===== src/rtl/vwd_pkg.sv =====
package vwd_pkg;

   localparam int NUM_FIELDS     = 8;
   localparam int FIELD_W        = 32;
   localparam int VTX_W          = NUM_FIELDS * FIELD_W;
   localparam int IDX_OUT_W      = 10;
   localparam int MAX_UNIQUE_DEF = 1024;

   // field 0 (pos_x) in the lowest word, tex_v in the highest
   typedef logic [NUM_FIELDS-1:0][FIELD_W-1:0] vtx_type;

endpackage


===== src/rtl/vwd_match.sv =====
module vwd_match import vwd_pkg::*; (
   input  vtx_type stored,
   input  vtx_type probe,
   output logic    match
);

   logic [NUM_FIELDS-1:0] field_eq;

   // float equality per field: NaN never equal, +0 equals -0
   always_comb begin
      for (int f = 0; f < NUM_FIELDS; f++) begin
         if ((stored[f][30:0] > 31'h7F80_0000) || (probe[f][30:0] > 31'h7F80_0000)) begin
            field_eq[f] = 1'b0;
         end else if ((stored[f][30:0] | probe[f][30:0]) == 31'd0) begin
            field_eq[f] = 1'b1;
         end else begin
            field_eq[f] = (stored[f] == probe[f]);
         end
      end
   end

   assign match = &field_eq;

endmodule


===== config.mk =====
export PLATFORM = sky130hd
export DESIGN_NAME = vwd_match
export DESIGN_NICKNAME = d
export VERILOG_FILES = /design/src/rtl/vwd_pkg.sv /design/src/rtl/vwd_match.sv
export SDC_FILE = /design/constraint.sdc
export NUM_CORES = 1
export LEC_CHECK = 0
export BUFFER_PORTS_ARGS = -buffer_cell sky130_fd_sc_hd__buf_2
export CAP_MARGIN = 20
export CORE_AREA = 2 2 198 200
export DETAILED_ROUTE_END_ITERATION = 10
export DIE_AREA = 0 0 200 202
export SYNTH_ARGS = -nofsm -noshare
export SYNTH_HDL_FRONTEND = slang
export SYNTH_SLANG_ARGS = --single-unit

===== constraint.sdc =====
create_clock -name vclk -period 3.5
set_clock_uncertainty 0.05 [all_clocks]
set_input_delay 0.175 -clock vclk [all_inputs]
set_output_delay 0.175 -clock vclk [all_outputs]
set_load 0.01 [all_outputs]

==> metrics.txt, run 1 <==
netlist area before placement ~0.0073 mm2; post-CTS resize count 0; net count of the mapped netlist 1896; biggest fanout along the worst timing path 2; leakage power around 6.8 nW; final cell count without fillers approximately 2200; cell area reported after detailed placement 0.0105 mm2; die outline width approximately 200 um; flip-flop and latch count 0; vias per std cell 4.47; final instance area 0.0106 mm2; Worst Hold Depth 9; Crit Path Class primary input to primary output; final hold violation count 0; final HPWL from detailed placement 35.3 mm; number of port buffers ~510; initial antenna violation count 12; total negative slack 0 ns; peak clock frequency supported by timing between 300 and 400 MHz; kind of end point of the critical path primary output; type of the tightest min-delay check primary input to primary output; total power 905 uW; Total Nets Final 2415; Total Routing Usage GR 17.0%; number of vias after detailed routing 9721; Hold Buf Count CTS 0; Worst Min Path Start stored[167]; wirelength, routed approximately 37 mm; post-route minimum period 2.76 ns; number of fillers in the final layout about 4300; Tightest Pin Transition about 0.63 ns; setup violators final 0; residual antenna-violating net count after detailed routing 0; core region area approximately 0.038 mm2; data required time at the worst endpoint 3.27 ns; post-CTS setup-driven buffer insertion count 0; placer congestion estimate about 1.1; most used standard cell by instance count after synthesis inv_1; number of unique standard cell types used by synthesis 14; pin count of the biggest net entering global routing 3; detailed router's first-iteration violation count ~460; number of max-cap violations 0; number of placed I/O pins ~510; post-synthesis cell count roughly 1100; vias in the first global route 9904; area leader, netlist ha_1; peak ir drop on the vdd network ~0.000037 V; wire per inst 16.8 um; number of max-slew violations in the final report 0; most instantiated cells after synthesis inv_1 (496), ha_1 (248), nor4_1 (147), nand4_1 (116), nor3_1 (32); synth top area cells ha_1 (43%), inv_1 (26%), nor4_1 (13%), nand4_1 (9.9%), nor3_1 (2.2%); unrepaired setup endpoints after global routing false; Syn-to-layout area delta 44.7%; # clk buffers 0; warnings from Yosys 0; kind of start point of the critical path primary input; share of the clock period used by the worst path 78.8%; CP arrival around 2.5 ns; mean area per synthesized cell between 6 and 7 um2; first drt pass iteration count 4; gr ovfl total 0; number of design rule violations left after detail routing 0; flip-flop and latch area 0 um2; post-synth top area share 42.5%; status complete, no violations; hold worst-path end match; fraction of layout instances using a drive strength above 1 between 30% and 40%; starting density of the core a little under a fifth; height of the die between 200 and 250 um; global-route wire length before repair roughly 53 mm; num rows 72; sequential-to-total area share from yosys stat 0%; die area about 0.040 mm2; power density of the placed cells 85.7 mW/mm2; total placed cells including tap cells between 2000 and 2500; Slew HR a little under three fifths
## area by class of cell
cell class	instances	area, um2	share of cell area (%)
multi-input combinational	640	5440	51.5
timing repair buffer	517	2600	24.6
inverter	496	1860	17.6
tap	518	648	6.14
antenna	6	15.0	0.142
## power breakdown
group,switching [mW],internal (mW),leakage [nW]
Sequential,0,0,0
Clock,0,0.000000231,0.0000380
Combinational,0.487,0.418,6.81
Total,0.487,0.418,6.81
## stage by stage
stage               utilization (%)  hold slack, ns  setup WS, ns
CTS                            27.5            1.17         0.617
global route                   27.5            1.21         0.489
global placement               27.5            1.17         0.609
floorplan                         -           0.667          1.76
finish                         27.6            1.14         0.743
detailed placement             27.5            1.17         0.630
## worst max-delay path: stages
cell	delay [ns]
buf_2	0.10
inv_1	0.05
ha_1	0.27
nor4_1	0.57
nand4_1	0.18
nor3_1	0.20
a21oi_1	0.10
nor4_1	0.42
buf_4	0.18
and3_1	0.15
buf_2	0.15
## placed cells by master (no fill, tap or decap)
cell,count
a21oi_1,8
and3_1,1
buf_2,513
buf_4,4
diode_2,6
ha_1,248
inv_1,496
nand2_1,24
nand3_1,16
nand4_1,116
nor2_1,16
nor3_1,32
nor4_1,147
nor4_2,8
o21ai_0,7
o21ai_1,9
xnor2_1,8
## per-layer routing
metal,vias to the layer above,part of all wire (%),track usage (%)
met5,-,0.22,0
met4,12,1.3,3.04
met3,42,7.7,3.04
met2,399,49,30.8
met1,4436,42,20.9
li1,4832,-,-
## cells by family after synthesis
kind of cell	synth area share (%)
buf+inv	25.5
simple gates	29.4
fa+ha+maj	42.5
compound gates	1.65
xor+xnor	0.960
## how the worst max path moves through the flow
stage,start,end,slack [ns],cells past startpoint
2_1_floorplan,stored[33],match,1.76,8
3_3_place_gp,stored[32],match,0.61,11
3_5_place_dp,stored[216],match,0.63,11
4_1_cts,stored[216],match,0.62,11
5_1_grt,stored[217],match,0.49,11
6_report,probe[37],match,0.74,11
(Power assumes the default switching activity.)
==> run 2, diff against run 1 <==
==> constraint.sdc (replaced) <==
create_clock -name vclk -period 2.8
set_clock_uncertainty 0.05 [all_clocks]
set_input_delay 0.14 -clock vclk [all_inputs]
set_output_delay 0.14 -clock vclk [all_outputs]
set_load 0.01 [all_outputs]
==> metrics.txt, run 2 (synthesis gave the netlist of run 1 again) <==
status complete, no violations; gr ovfl total 0 (unchanged); placement-stage worst setup slack 0.107 ns (-0.524 ns); CP arrival 2.30 ns (-0.23 ns); placer congestion estimate 1.01 (-5.3%); commonest cells after routing, fill and taps aside buf_2 (513), inv_1 (496), ha_1 (248), nor4_1 (146), nand4_1 (116); vias in the first global route 9931 (+0.27%); Total Nets Final 2417 (+0.083%); number of design rule violations left after detail routing 0 (unchanged); power density of the placed cells 108 mW/mm2 (+26%); detailed router's first-iteration violation count 422 (-9.1%); starting density of the core 19.1% (unchanged); initial antenna violation count 11 (-1); Slew HR 60.8% (+3.3 points); first drt pass iteration count 7 (+3); biggest fanout along the worst timing path 2 (unchanged); global-route wire length before repair 52.7 mm (+0.38%); setup slack of the critical path after layout 0.308 ns (-0.435 ns); number of max-slew violations in the final report 0 (unchanged); number of placed I/O pins 513 (unchanged); die outline width 200 um (unchanged); wirelength, routed 36.6 mm (about the same); Total Routing Usage GR 16.9% (-0.032 points); height of the die 202 um (unchanged); number of port buffers 513 (unchanged); number of fillers in the final layout 4309 (+0.37%); most common library cell in the layout ignoring fill and taps buf_2; post-route minimum period ~2.5 ns; unrepaired setup endpoints after global routing false; type of the tightest min-delay check primary input to primary output; kind of start point of the critical path primary input; Syn-to-layout area delta 45.0%; final hold violation count 0 (unchanged); flip-flop and latch area 0 um2 (unchanged); flip-flop and latch count 0 (unchanged); total negative slack 0 ns (unchanged); # clk buffers 0 (unchanged); Tightest Pin Transition 0.583 ns (-0.0493 ns); wire per inst 16.8 um (-0.19%); Post-Route Utilization 27.6% (+0.056 points); share of the clock period used by the worst path between 80% and 90%; startpoint of the worst setup timing path probe[37]; num rows 72 (unchanged); vias per std cell 4.51 (+1.1%); die area 0.0404 mm2 (unchanged); Hold Buf Count CTS 0 (unchanged); number of vias after detailed routing 9838 (+1.2%); peak ir drop on the vdd network 0.0000393 V (+6.3%); fraction of layout instances using a drive strength above 1 31.9% (+0.14 points); final HPWL from detailed placement 35.2 mm (-0.17%); peak clock frequency supported by timing between 400 and 500 MHz; pin count of the biggest net entering global routing 3 (unchanged); setup violators final 0 (unchanged); kind of end point of the critical path primary output; data required time at the worst endpoint 2.61 ns (-0.66 ns); residual antenna-violating net count after detailed routing 0 (unchanged); leakage power 6.82 nW (+0.19%); hold worst-path end match; Worst Min Path Start probe[135]; total area of multi-input combinational cells 0.00544 mm2 (+0.12%); Worst Hold Depth 8 (-1); number of max-cap violations 0 (unchanged); core region area 0.0383 mm2 (unchanged); Crit Path Class primary input to primary output
==> run 2: cell types whose count changed in the layout (fill, tap and decap cells not counted) <==
cell    before  now
nor4_2       8    9
buf_4        4    6
nor4_1     147  146
==> run 2: through the flow <==
stage	total power [mW]	cells	hold slack, ns	cell area, um2
3_5_place_dp	1.13	2173	1.01	10600
2_1_floorplan	0.450	1136	0.597	7300
6_report	1.14	2179	0.979	10600
3_3_place_gp	1.11	2173	1.00	10600
5_1_grt	1.29	2173	1.04	10600
4_1_cts	1.14	2173	1.01	10600
==> run 2: critical path, stage by stage <==
cell     delay, ns
buf_2         0.11
inv_1         0.05
ha_1          0.26
nor4_1        0.44
nand4_1       0.15
nor3_1        0.19
a21oi_1       0.12
nor4_2        0.38
buf_4         0.17
and3_1        0.14
buf_2         0.15
==> run 2: final cells by class <==
type | instances | share of cell area [%]
antenna | 6 | 0.142
multi-input combinational | 640 | 51.4
tap | 518 | 6.13
inverter | 496 | 17.6
timing repair buffer | 519 | 24.7
==> run 2: where the power goes <==
| group | switching (mW) | internal [mW] | total (mW) | leakage, nW |
|---|---|---|---|---|
| logic | 0.613 | 0.525 | 1.14 | 6.82 |
| registers | 0 | 0 | 0 | 0 |
| clock network | 0 | 0.000000232 | 0.000000232 | 0.0000411 |
==> run 2: how the worst max path moves through the flow <==
| stage | slack [ns] | cells past startpoint | endpoint |
|---|---|---|---|
| after floorplan | 1.13 | 8 | match |
| after global placement | 0.09 | 12 | match |
| after detailed placement | 0.11 | 12 | match |
| after CTS | 0.08 | 12 | match |
| after global routing | 0.06 | 12 | match |
| final | 0.31 | 11 | match |
==> run 2: repair_timing <==
item                                    4_1_cts  5_1_grt
gates resized for setup                       0        1
setup buffers                                 0        0
endpoints found under the setup margin        0        1
hold endpoints to repair                      0        0
==> run 2: metal layers <==
layer  part of all wire (%)  global-route usage [%]  up-vias
met5                   0.20                       0        -
met4                    2.1                    3.47       10
met3                    6.6                    2.85       60
met2                     48                    30.2      406
met1                     43                    21.1     4525
li1                       -                       -     4837
